==> src/rtl/wsfd_pkg.sv <==
// Shared types, codes and helpers for the WebSocket frame deframer.
package wsfd_pkg;

    typedef enum logic [2:0] {
        PH_HDR0 = 3'd0,
        PH_HDR1 = 3'd1,
        PH_EXT  = 3'd2,
        PH_KEY  = 3'd3,
        PH_DATA = 3'd4
    } phase_t;

    typedef enum logic [1:0] {
        KIND_BYTE  = 2'd0,
        KIND_EMPTY = 2'd1,
        KIND_ERROR = 2'd2
    } kind_t;

    typedef enum logic [1:0] {
        ACT_DELIVER = 2'd0,
        ACT_PONG    = 2'd1,
        ACT_CLOSE   = 2'd2,
        ACT_IGNORE  = 2'd3
    } action_t;

    localparam logic [3:0]  OP_TEXT   = 4'h1;
    localparam logic [3:0]  OP_BINARY = 4'h2;
    localparam logic [3:0]  OP_CLOSE  = 4'h8;
    localparam logic [3:0]  OP_PING   = 4'h9;

    localparam logic [6:0]  LEN_EXT16 = 7'd126;
    localparam logic [6:0]  LEN_EXT64 = 7'd127;

    localparam logic [3:0]  EXT16_BYTES = 4'd2;
    localparam logic [3:0]  EXT64_BYTES = 4'd8;
    localparam logic [3:0]  KEY_BYTES   = 4'd4;

    localparam logic [63:0] MAX_FRAME_RESET = 64'd16777216;

    function automatic action_t action_of(input logic [3:0] op);
        action_t a;
        case (op)
            OP_TEXT, OP_BINARY: a = ACT_DELIVER;
            OP_PING:            a = ACT_PONG;
            OP_CLOSE:           a = ACT_CLOSE;
            default:            a = ACT_IGNORE;
        endcase
        return a;
    endfunction

endpackage

==> src/rtl/websocket_frame_deframer_core.sv <==
// Top level of the WebSocket frame deframer: byte-stream header parse and payload unmask.
//
//  channel | handshake                | payload
//  --------+--------------------------+--------------------------------------------
//  in      | in_valid / in_stall      | in_byte
//  out     | out_valid / out_stall    | kind, data, frame_opcode, action, last
//  cfg     | cfg_valid / cfg_ready    | cfg_data (max_frame_bytes)
//
// One item per cycle sustained while out_stall does not hold the result register. An
// accepted byte lands in the input register, then the combinational parse logic
// updates the frame state and loads the result register, which drives the outputs.
// The parse stage advances whenever the result register is empty or being
// drained; out_stall therefore backs up to in_stall within the same cycle.
// Reset (rst_n low, asynchronous) returns to the first-header-byte phase,
// clears the halt flag and loads max_frame_bytes with 16 MiB.
module websocket_frame_deframer_core
    import wsfd_pkg::*;
(
    input  logic        clk,
    input  logic        rst_n,
    // input byte channel
    input  logic        in_valid,
    output logic        in_stall,
    input  logic [7:0]  in_byte,
    // result channel
    output logic        out_valid,
    input  logic        out_stall,
    output logic [1:0]  kind,
    output logic [7:0]  data,
    output logic [3:0]  frame_opcode,
    output logic [1:0]  action,
    output logic        last,
    // configuration channel
    input  logic        cfg_valid,
    output logic        cfg_ready,
    input  logic [63:0] cfg_data
);

    // input register
    logic        in_vld_reg;
    logic [7:0]  in_byte_reg;

    // frame state
    phase_t      phase_reg,  phase_next;
    logic [3:0]  opcode_reg, opcode_next;
    logic        mask_on_reg, mask_on_next;
    logic [63:0] remain_reg, remain_next;
    logic [3:0]  count_reg,  count_next;
    logic [31:0] key_reg,    key_next;
    logic [1:0]  kidx_reg,   kidx_next;
    logic        halted_reg, halted_next;

    logic [63:0] max_len_reg;

    // result register
    logic        out_vld_reg;
    logic [1:0]  kind_reg;
    logic [7:0]  data_reg;
    logic [3:0]  op_out_reg;
    logic [1:0]  act_out_reg;
    logic        last_reg;

    // parse stage outputs
    logic        res_vld;
    kind_t       res_kind;
    logic [7:0]  res_data;
    logic        res_last;

    logic        out_free;
    logic        advance;

    assign out_free  = !out_vld_reg || !out_stall;
    assign advance   = in_vld_reg && out_free;
    assign in_stall  = in_vld_reg && !out_free;
    assign cfg_ready = 1'b1;

    assign out_valid    = out_vld_reg;
    assign kind         = kind_reg;
    assign data         = data_reg;
    assign frame_opcode = op_out_reg;
    assign action       = act_out_reg;
    assign last         = last_reg;

    // parse one byte against the current frame state
    always_comb
    begin
        logic [63:0] len_w;
        logic [3:0]  cnt_w;
        logic        len_done;
        logic        hdr_done;
        logic [7:0]  kb;

        phase_next   = phase_reg;
        opcode_next  = opcode_reg;
        mask_on_next = mask_on_reg;
        remain_next  = remain_reg;
        count_next   = count_reg;
        key_next     = key_reg;
        kidx_next    = kidx_reg;
        halted_next  = halted_reg;
        res_vld      = 1'b0;
        res_kind     = KIND_BYTE;
        res_data     = 8'h00;
        res_last     = 1'b0;
        len_w        = remain_reg;
        cnt_w        = count_reg - 4'd1;
        len_done     = 1'b0;
        hdr_done     = 1'b0;
        kb           = 8'h00;

        case (kidx_reg)
            2'd0:    kb = key_reg[31:24];
            2'd1:    kb = key_reg[23:16];
            2'd2:    kb = key_reg[15:8];
            default: kb = key_reg[7:0];
        endcase

        if (!halted_reg)
        begin
            case (phase_reg)
                PH_HDR0:
                begin
                    opcode_next = in_byte_reg[3:0];
                    phase_next  = PH_HDR1;
                end
                PH_HDR1:
                begin
                    mask_on_next = in_byte_reg[7];
                    key_next     = '0;
                    if (in_byte_reg[6:0] == LEN_EXT16)
                    begin
                        remain_next = '0;
                        count_next  = EXT16_BYTES;
                        phase_next  = PH_EXT;
                    end
                    else if (in_byte_reg[6:0] == LEN_EXT64)
                    begin
                        remain_next = '0;
                        count_next  = EXT64_BYTES;
                        phase_next  = PH_EXT;
                    end
                    else
                    begin
                        len_w    = {57'd0, in_byte_reg[6:0]};
                        len_done = 1'b1;
                    end
                end
                PH_EXT:
                begin
                    // big-endian length, shifted in a byte at a time
                    len_w       = {remain_reg[55:0], in_byte_reg};
                    remain_next = len_w;
                    count_next  = cnt_w;
                    if (cnt_w == 4'd0)
                        len_done = 1'b1;
                end
                PH_KEY:
                begin
                    key_next   = {key_reg[23:0], in_byte_reg};
                    count_next = cnt_w;
                    if (cnt_w == 4'd0)
                        hdr_done = 1'b1;
                end
                PH_DATA:
                begin
                    kidx_next   = kidx_reg + 2'd1;
                    remain_next = remain_reg - 64'd1;
                    res_vld     = 1'b1;
                    res_kind    = KIND_BYTE;
                    res_data    = in_byte_reg ^ kb;
                    res_last    = (remain_reg == 64'd1);
                    if (res_last)
                    begin
                        if (opcode_reg == OP_CLOSE)
                            halted_next = 1'b1;
                        phase_next = PH_HDR0;
                    end
                end
                default:
                begin
                    phase_next = PH_HDR0;
                end
            endcase

            if (len_done)
            begin
                remain_next = len_w;
                if (len_w > max_len_reg)
                begin
                    res_vld     = 1'b1;
                    res_kind    = KIND_ERROR;
                    halted_next = 1'b1;
                    phase_next  = PH_HDR0;
                end
                else if (mask_on_next)
                begin
                    count_next = KEY_BYTES;
                    phase_next = PH_KEY;
                end
                else
                begin
                    hdr_done = 1'b1;
                end
            end

            // header (and key, if masked) complete: open the payload or end an empty frame
            if (hdr_done)
            begin
                kidx_next = 2'd0;
                if (len_w == 64'd0)
                begin
                    res_vld  = 1'b1;
                    res_kind = KIND_EMPTY;
                    res_last = 1'b1;
                    if (opcode_next == OP_CLOSE)
                        halted_next = 1'b1;
                    phase_next = PH_HDR0;
                end
                else
                begin
                    phase_next = PH_DATA;
                end
            end
        end
    end

    // input register
    always_ff @(posedge clk or negedge rst_n)
    begin
        if (!rst_n)
            in_vld_reg <= 1'b0;
        else if (!in_stall)
            in_vld_reg <= in_valid;
    end

    always_ff @(posedge clk)
    begin
        if (in_valid && !in_stall)
            in_byte_reg <= in_byte;
    end

    // frame state and configuration
    always_ff @(posedge clk or negedge rst_n)
    begin
        if (!rst_n)
        begin
            phase_reg   <= PH_HDR0;
            opcode_reg  <= 4'd0;
            mask_on_reg <= 1'b0;
            remain_reg  <= 64'd0;
            count_reg   <= 4'd0;
            key_reg     <= 32'd0;
            kidx_reg    <= 2'd0;
            halted_reg  <= 1'b0;
            max_len_reg <= MAX_FRAME_RESET;
        end
        else
        begin
            if (advance)
            begin
                phase_reg   <= phase_next;
                opcode_reg  <= opcode_next;
                mask_on_reg <= mask_on_next;
                remain_reg  <= remain_next;
                count_reg   <= count_next;
                key_reg     <= key_next;
                kidx_reg    <= kidx_next;
                halted_reg  <= halted_next;
            end
            if (cfg_valid && cfg_ready)
                max_len_reg <= cfg_data;
        end
    end

    // result register
    always_ff @(posedge clk or negedge rst_n)
    begin
        if (!rst_n)
            out_vld_reg <= 1'b0;
        else if (out_free)
            out_vld_reg <= advance && res_vld;
    end

    always_ff @(posedge clk)
    begin
        if (advance && res_vld)
        begin
            kind_reg    <= res_kind;
            data_reg    <= res_data;
            op_out_reg  <= opcode_next;
            act_out_reg <= action_of(opcode_next);
            last_reg    <= res_last;
        end
    end

endmodule
==> config.mk <==
export PLATFORM = sky130hd
export DESIGN_NAME = websocket_frame_deframer_core
export DESIGN_NICKNAME = d
export VERILOG_FILES = /design/src/rtl/wsfd_pkg.sv /design/src/rtl/websocket_frame_deframer_core.sv
export SDC_FILE = /design/constraint.sdc
export NUM_CORES = 1
export LEC_CHECK = 0
export ABC_AREA = 0
export BUFFER_PORTS_ARGS = -buffer_cell sky130_fd_sc_hd__clkbuf_2
export CORE_UTILIZATION = 35
export DETAILED_ROUTE_END_ITERATION = 8
export PLACE_DENSITY = 0.53
export SETUP_SLACK_MARGIN = 0.3
export SLEW_MARGIN = 20
export SYNTH_ARGS = -nofsm -noshare
export SYNTH_HDL_FRONTEND = slang
export SYNTH_SLANG_ARGS = --single-unit
==> constraint.sdc <==
create_clock -name clk -period 7.35 [get_ports clk]
set_input_delay 0.3675 -clock clk [delete_from_list [all_inputs] [get_ports clk]]
set_output_delay 0.3675 -clock clk [all_outputs]
set_load 0.05 [all_outputs]
==> reports/results.tsv, run 1 <==
stage	metric	value	unit
finish	growth of design area from synthesis to finish	13.5	%
synthesis	part of the Yosys area used for sequential elements	0.415	
routing	drt pass-1 iters	6	
timing	unrepaired setup endpoints after global routing	no	
pwr	leakage power total	6.32	nW
clock_network	H-Tree Depth	1	
floorplanning	Core Rows	68	
placement	Final HPWL DP	28.7	mm
synthesis	most used flip-flop cell after synthesis	sky130_fd_sc_hd__dfrtp_1	
timing	summed negative setup slack over all endpoints	0	ps
clock_network	CTS Buffer Depth	3	
timing	Fmax	0.197	GHz
clock_network	number of clock buffers inserted by TritonCTS	26	
placement	instance area at placement	13300	µm²
timing	worst max-slew margin expressed relative to the limit	0.325	
finish	post-route cell area	14200	µm²
floorplanning	horizontal die dimension	191	µm
floorplanning	area of the die	36400	µm²
worst_setup_path	worst-path maximum fanout	40	
synthesis	Post-Synthesis Cell Area	12500	µm²
timing	largest clock skew in the final design	18.6	ps
worst_setup_path	critical path data required time	7590	ps
worst_setup_path	maximum cell stage delay along the critical path	620	ps
worst_setup_path	cells along the critical path	buf_4 > nor2b_1 > nand2b_1 > o21ai_0 > ha_1 > nand4_1 > nor4_1 > nand4_1 > or4_1 > nand2_1 > a31o_2 > nand3_1 > a31oi_2 > buf_4	
routing	via count	11800	
global_route	antenna violations before repair	0	
min_path	Hold/Removal Path Class	input port to flip-flop	
clock_network	total setup buffers inserted after CTS	0	
synthesis	count of distinct cell types in the synthesized netlist	69	
global_route	vias in the first global route	11500	
routing	Routed Wire Length	41.5	mm
routing	DRC	0	
worst_setup_path	Worst Path Arrival	5320	ps
floorplanning	starting density of the core	0.359	
floorplanning	core area	34800	µm²
synthesis	FFs w/ async S/R, synth	0.876	
finish	fraction of layout instances using a drive strength above 1	0.124	
worst_setup_path	Slowest-stage cell, CP	sky130_fd_sc_hd__or4_1	
finish	antenna cell count	0	
worst_setup_path	type of origin of the critical path	flip-flop	
clock_network	clock tree from TritonCTS	yes	
pwr	Worst IR Drop VDD	0.184	mV
run_status	outcome	finished clean	
clock_network	total clock sinks	202	
timing	fin crit share	0.691	
timing	actual transition at the worst max-transition pin	1010	ps
placement	routability congestion estimate	0.910	
synthesis	synthesized area divided by synthesized cell count	8.27	µm²
floorplanning	Die Y-Extent	191	µm
worst_setup_path	gate family responsible for the most delay along the worst path	simple AND/OR/NAND/NOR gates	
worst_setup_path	sum of buffers and inverters on the critical path	2	
routing	drt via density	5.84	
timing	total count of max-transition violations in the final report	0	
synthesis	synthesis-stage register bit count	202	
timing	Setup-failing EPs final	0	
synthesis	warning count from the yosys run	0	
global_route	grt total ovfl	0	
routing	Antenna Violating Nets Remaining	0	
routing	detailed router's first-iteration violation count	1180	
global_route	overall fraction of global-route tracks in use	0.230	
synthesis	count of flip-flops with a built-in enable after synthesis	25	
job	max-cap viol count	0	
finish	Final nets	1689	
synthesis	nets in the synthesized netlist	1659	
timing	number of hold violations in the final report	0	
worst_setup_path	kind of critical path	flip-flop to flip-flop	
clock_network	clock root buffer master	sky130_fd_sc_hd__clkbuf_16	
global_route	maximum number of pins on one net before global-route repair	93	
placement	Port-buffer cells	95	
clock_network	insertion delay of the later-clocked pin in the worst-skew pair	560	ps
global_route	first-pass GRT wire length	65.8	mm
synthesis	post-synthesis cell count	1510	
pwr	power density of the placed cells	273	nW/µm²
timing	final critical delay including setup and external delays	5080	ps
worst_setup_path	capturing element type of the critical path	flip-flop	
routing	drt wl/cell	20.6	µm
floorplanning	I/O pin total	97	
clock_network	Clock transition at path regs	60	ps
[worst paths after layout]
path                                   start              end  slack, ps  cells after the start
worst min-delay path            cfg_data[58]  max_len_reg[58]         20                      3
worst max-delay path            phase_reg[1]          data[3]       2270                     14
max in group asynchronous              rst_n      key_reg[14]       5070                      4
min in group asynchronous              rst_n  max_len_reg[42]        490                      2
worst min register to register   key_reg[25]      key_reg[25]        470                      2
worst max register to register  phase_reg[1]          data[3]       2270                     14
[area by class of cell]
cell class | instances | area [µm²]
Sequential cell | 202 | 5180
Clock buffer | 32 | 683
Fill cell | 3619 | 20600
Clock inverter | 15 | 160
Tap cell | 455 | 569
Timing Repair Buffer | 119 | 694
Multi-Input combinational cell | 1108 | 6580
Inverter | 83 | 312
[where the power goes]
part / internal (mW) / switching, mW
Combinational: 0.377 / 0.691
Sequential: 1.25 / 0.275
Clock: 0.762 / 0.514
Total: 2.39 / 1.48
[layout by cell type, fill, tap and decap left out, drive strengths merged, types with 4 or more instances in the layout]
master         n
a31oi         15
o2bb2ai        5
edfxtp        25
o311ai         4
a32oi         14
dlygate4sd3    7
buf           19
ha            72
and3           4
mux2           9
a21oi         86
or3            7
nand2b         8
nor3          39
o211ai         4
nor4          37
o21ai        197
or4            7
nor2          98
nand2        262
nand4         25
mux2i          5
clkinv        10
nand3         66
a22oi         18
clkbuf       125
a31o           4
inv           83
and2           6
a21o           6
a222oi         8
a22o          44
xnor2         10
or2            6
o22ai          7
dfrtp        176
[metrics by stage]
stage	worst slack, ps	hold slack (ps)	cells	util	power (mW)
floorplan	2510	71.9	1510	-	2.19
global placement	2170	450	1960	0.381	2.58
detailed placement	2370	459	1960	0.381	2.58
CTS	2360	5.22	2014	0.407	3.88
global route	2010	17.5	2014	0.407	4.08
finish	2270	22.4	2014	0.407	3.87
[cells by family after synthesis]
| kind of cell | after synthesis | share of synthesized area |
|---|---|---|
| and+or+nand+nor | 574 | 0.215 |
| AOI/OAI and AO/OA | 437 | 0.217 |
| DFF | 202 | 0.415 |
| buffers and inverters | 200 | 0.0623 |
| adders and majority gates | 72 | 0.0721 |
| muxes | 14 | 0.0121 |
| xor gates and xnor gates | 10 | 0.00701 |
| other | 1 | 0.000300 |
[worst min-delay path, delay by kind of cell]
family | cells | cell delay [ps]
AND/OR/NAND/NOR | 1 | 40
AO/OA/AOI/OAI | 1 | 60
buffers and inverters | 1 | 80
[Yosys cell counts, types with 4 or more instances]
cell	instances	area share
sky130_fd_sc_hd__or4_1	5	0.0030
sky130_fd_sc_hd__a21o_1	6	0.0036
sky130_fd_sc_hd__buf_1	8	0.0024
sky130_fd_sc_hd__nand3_1	65	0.026
sky130_fd_sc_hd__and2_1	6	0.0030
sky130_fd_sc_hd__ha_1	72	0.072
sky130_fd_sc_hd__o21ai_0	194	0.078
sky130_fd_sc_hd__dfrtp_1	176	0.35
sky130_fd_sc_hd__nor2_1	98	0.029
sky130_fd_sc_hd__xnor2_1	10	0.0070
sky130_fd_sc_hd__buf_2	7	0.0028
sky130_fd_sc_hd__a22o_1	44	0.031
sky130_fd_sc_hd__o2bb2ai_1	5	0.0035
sky130_fd_sc_hd__a31oi_1	14	0.0070
sky130_fd_sc_hd__and3_1	4	0.0020
sky130_fd_sc_hd__a22oi_1	18	0.011
sky130_fd_sc_hd__nand2_1	262	0.079
sky130_fd_sc_hd__edfxtp_1	25	0.060
sky130_fd_sc_hd__or2_2	4	0.0020
sky130_fd_sc_hd__a21oi_1	86	0.034
sky130_fd_sc_hd__a222oi_1	8	0.0064
sky130_fd_sc_hd__nor4_1	33	0.017
sky130_fd_sc_hd__o211ai_1	4	0.0024
sky130_fd_sc_hd__nand4_1	25	0.013
sky130_fd_sc_hd__nor3_1	32	0.013
sky130_fd_sc_hd__a31o_2	4	0.0028
sky130_fd_sc_hd__mux2_2	9	0.0081
sky130_fd_sc_hd__nor3_2	6	0.0048
sky130_fd_sc_hd__mux2i_1	5	0.0040
sky130_fd_sc_hd__nand2b_1	8	0.0040
sky130_fd_sc_hd__inv_1	83	0.025
sky130_fd_sc_hd__o22ai_1	7	0.0035
sky130_fd_sc_hd__a32oi_1	14	0.0098
sky130_fd_sc_hd__or3_1	7	0.0035
sky130_fd_sc_hd__clkbuf_1	98	0.029
[timing repair]
action                                 4_1_cts  5_1_grt
endpoints found under the hold margin       96        0
hold buffers                                 7        0
resized for setup                            0        0
[metal layers]
metal  track usage  part of all wire
met1         0.325              0.45
met3        0.0312             0.077
met2         0.359              0.45
met4        0.0751             0.030
met5             0                 0
(Power assumes the default switching activity.)
==> run 2: changes to the inputs <==
==> constraint.sdc (replaced) <==
create_clock -name clk -period 4.95 [get_ports clk]
set_input_delay 0.2475 -clock clk [delete_from_list [all_inputs] [get_ports clk]]
set_output_delay 0.2475 -clock clk [all_outputs]
set_load 0.05 [all_outputs]
==> reports/results.tsv, run 2 (same netlist as run 1, synthesis figures left out) <==
stage	metric	value	unit	change
run_status	outcome	finished clean		
routing	Antenna Violating Nets Remaining	0		unchanged
floorplanning	area of the die	36400	µm²	unchanged
worst_setup_path	worst-path maximum fanout	17		-57%
finish	most frequent cells in the layout	sky130_fd_sc_hd__nand2_1, sky130_fd_sc_hd__o21ai_0, sky130_fd_sc_hd__dfrtp_1		
timing	fin crit share	0.904		+0.213
routing	drt pass-1 iters	6		unchanged
global_route	busiest grt layer	met2		
floorplanning	I/O pin total	97		unchanged
global_route	antenna violations before repair	0		unchanged
clock_network	CTS Buffer Depth	3		unchanged
timing	Fmax	0.223	GHz	+13%
finish	growth of design area from synthesis to finish	20.7	%	
floorplanning	horizontal die dimension	191	µm	unchanged
routing	via count	11800		+0.15%
global_route	met2 usage	0.343		-0.0156
timing	final critical delay including setup and external delays	4470	ps	-603 ps
pwr	Clk pwr share	0.335		+0.006
global_route	met1 demand-to-capacity share in global routing	0.321		-0.00378
global_route	first-pass GRT wire length	64.7	mm	-1.6%
finish	Final nets	1771		+4.9%
global_route	met3 Use GR	0.0453		+0.0141
floorplanning	Core Rows	68		unchanged
finish	fraction of layout instances using a drive strength above 1	0.134		+0.0103
worst_setup_path	kind of critical path	flip-flop to flip-flop		
timing	Setup-failing EPs final	0		unchanged
timing	unrepaired setup endpoints after global routing	no		
global_route	overall fraction of global-route tracks in use	0.226		-0.00357
timing	total count of max-transition violations in the final report	0		unchanged
placement	Port-buffer cells	95		unchanged
pwr	Overall Power	5.89	mW	+52%
pwr	switching part of the total	0.368		-0.0144
placement	placed insts	1973		+0.66%
global_route	grt total ovfl	0		unchanged
pwr	internal power contribution	3.72	mW	+56%
worst_setup_path	gate family responsible for the most delay along the worst path	simple AND/OR/NAND/NOR gates		
global_route	maximum number of pins on one net before global-route repair	127		+37%
finish	count of fill cells added during filler insertion	3456		-4.5%
worst_setup_path	type of origin of the critical path	flip-flop		
clock_network	Clock transition at path regs	60	ps	about the same
worst_setup_path	maximum cell stage delay along the critical path	600	ps	-20 ps
finish	most common cell after layout, fill and taps aside	sky130_fd_sc_hd__nand2_1		
clock_network	number of clock buffers inserted by TritonCTS	25		-3.8%
min_path	Hold/Removal Path Class	input port to flip-flop		
timing	largest clock skew in the final design	29.8	ps	+11.2 ps
pwr	Worst IR Drop VDD	0.260	mV	+41%
finish	multi-input logic area	6600	µm²	+0.30%
worst_setup_path	critical path data required time	5200	ps	-2390 ps
finish	register area	5180	µm²	about the same
clock_network	clock tree from TritonCTS	yes		
worst_setup_path	Slowest-stage cell, CP	sky130_fd_sc_hd__dfrtp_1		
routing	drt wl/cell	19.6	µm	-5.2%
global_route	vias in the first global route	11300		-1.9%
finish	antenna cell count	0		unchanged
pwr	power density of the placed cells	390	nW/µm²	+43%
clock_network	clock root buffer master	sky130_fd_sc_hd__clkbuf_16		
worst_setup_path	Worst Path Arrival	4730	ps	-590 ps
timing	number of hold violations in the final report	0		unchanged
clock_network	insertion delay of the later-clocked pin in the worst-skew pair	540	ps	-20 ps
clock_network	H-Tree Depth	1		unchanged
worst_setup_path	capturing element type of the critical path	flip-flop		
job	max-cap viol count	0		unchanged
worst_setup_path	cells along the critical path	nand2b_1 > nor2_4 > buf_4 > buf_4 > a22o_1 > ha_1 > nand4_1 > nor3_1 > nand4_1 > or4_1 > nand2_1 > a31o_2 > nand3_1 > a31oi_2 > buf_12		
pwr	leakage power total	6.73	nW	+6.5%
placement	Final HPWL DP	28.7	mm	about the same
routing	Routed Wire Length	41.0	mm	-1.4%
worst_setup_path	sum of buffers and inverters on the critical path	3		+1
pwr	net switching power of the design	2.16	mW	+46%
timing	summed negative setup slack over all endpoints	0	ps	unchanged
routing	drt via density	5.62		-3.8%
pwr	relative contribution of sequential cells to total power	0.377		-0.018
routing	detailed router's first-iteration violation count	1196		+1.4%
timing	actual transition at the worst max-transition pin	1010	ps	-0.537 ps
timing	worst max-slew margin expressed relative to the limit	0.325		+0.000360
floorplanning	starting density of the core	0.359		unchanged
floorplanning	Die Y-Extent	191	µm	unchanged
floorplanning	core area	34800	µm²	unchanged
routing	DRC	0		unchanged
finish	final std cells w/o fill	2096		+4.1%
clock_network	total clock sinks	202		unchanged
placement	routability congestion estimate	0.883		-2.9%
pwr	portion of total power attributed to combinational logic	0.289		+0.013
run 2: area by class of cell:
type	count	area share
clock inverters	5	0.00689
repair buffers	202	0.101
multi-input cells	1108	0.437
well taps	455	0.0378
clock buffers	41	0.0528
inverters	83	0.0207
flip-flops and latches	202	0.344
run 2: path summary, 6_finish.rpt:
kind | startpoint | to | slack (ps) | cells after the start
setup / recovery | phase_reg[2] | data[2] | 480 | 15
hold / removal | cfg_data[16] | max_len_reg[16] | 20 | 3
setup reg to reg | phase_reg[2] | data[2] | 480 | 15
hold reg to reg | key_reg[28] | key_reg[28] | 470 | 2
max in group asynchronous | rst_n | remain_reg[15] | 3540 | 3
min in group asynchronous | rst_n | max_len_reg[16] | 230 | 2
run 2: power groups by stage:
| stage | Sequential (mW) | Combinational, mW | Clock [mW] |
|---|---|---|---|
| 2_1_floorplan | 2.03 | 1.22 | 0 |
| 3_3_place_gp | 2.23 | 1.61 | 0 |
| 3_5_place_dp | 2.24 | 1.63 | 0 |
| 4_1_cts | 2.20 | 1.68 | 2.01 |
| 5_1_grt | 2.24 | 1.90 | 2.09 |
| 6_report | 2.22 | 1.70 | 1.97 |
run 2: tightest hold or removal path, stage by stage:
cell	delay (ps)
sky130_fd_sc_hd__clkbuf_2	80
sky130_fd_sc_hd__nand2_1	90
sky130_fd_sc_hd__o21ai_0	90
run 2: metrics by stage:
stage / instance area (µm²) / util / worst slack (ps) / hold WS, ps
finish: 15100 / 0.433 / 475 / 24.2
global route: 15100 / 0.433 / 317 / 26.2
CTS: 15000 / 0.432 / 327 / 34.1
detailed placement: 13400 / 0.385 / 346 / 235
global placement: 13400 / 0.385 / 388 / 239
floorplan: 12500 / - / 425 / -48.1
run 2: per-layer routing:
layer  vias to the layer above  part of all wire
met4                         0             0.025
met2                       448              0.44
li1                       5622                 -
met5                         -                 0
met3                        69             0.076
met1                      5635              0.46
run 2: what timing repair did:
item	CTS	global route
hold buffers	73	0
resized for setup	0	7
hold endpoints to repair	123	0
setup endpoints to repair	0	18
buffers inserted	0	4
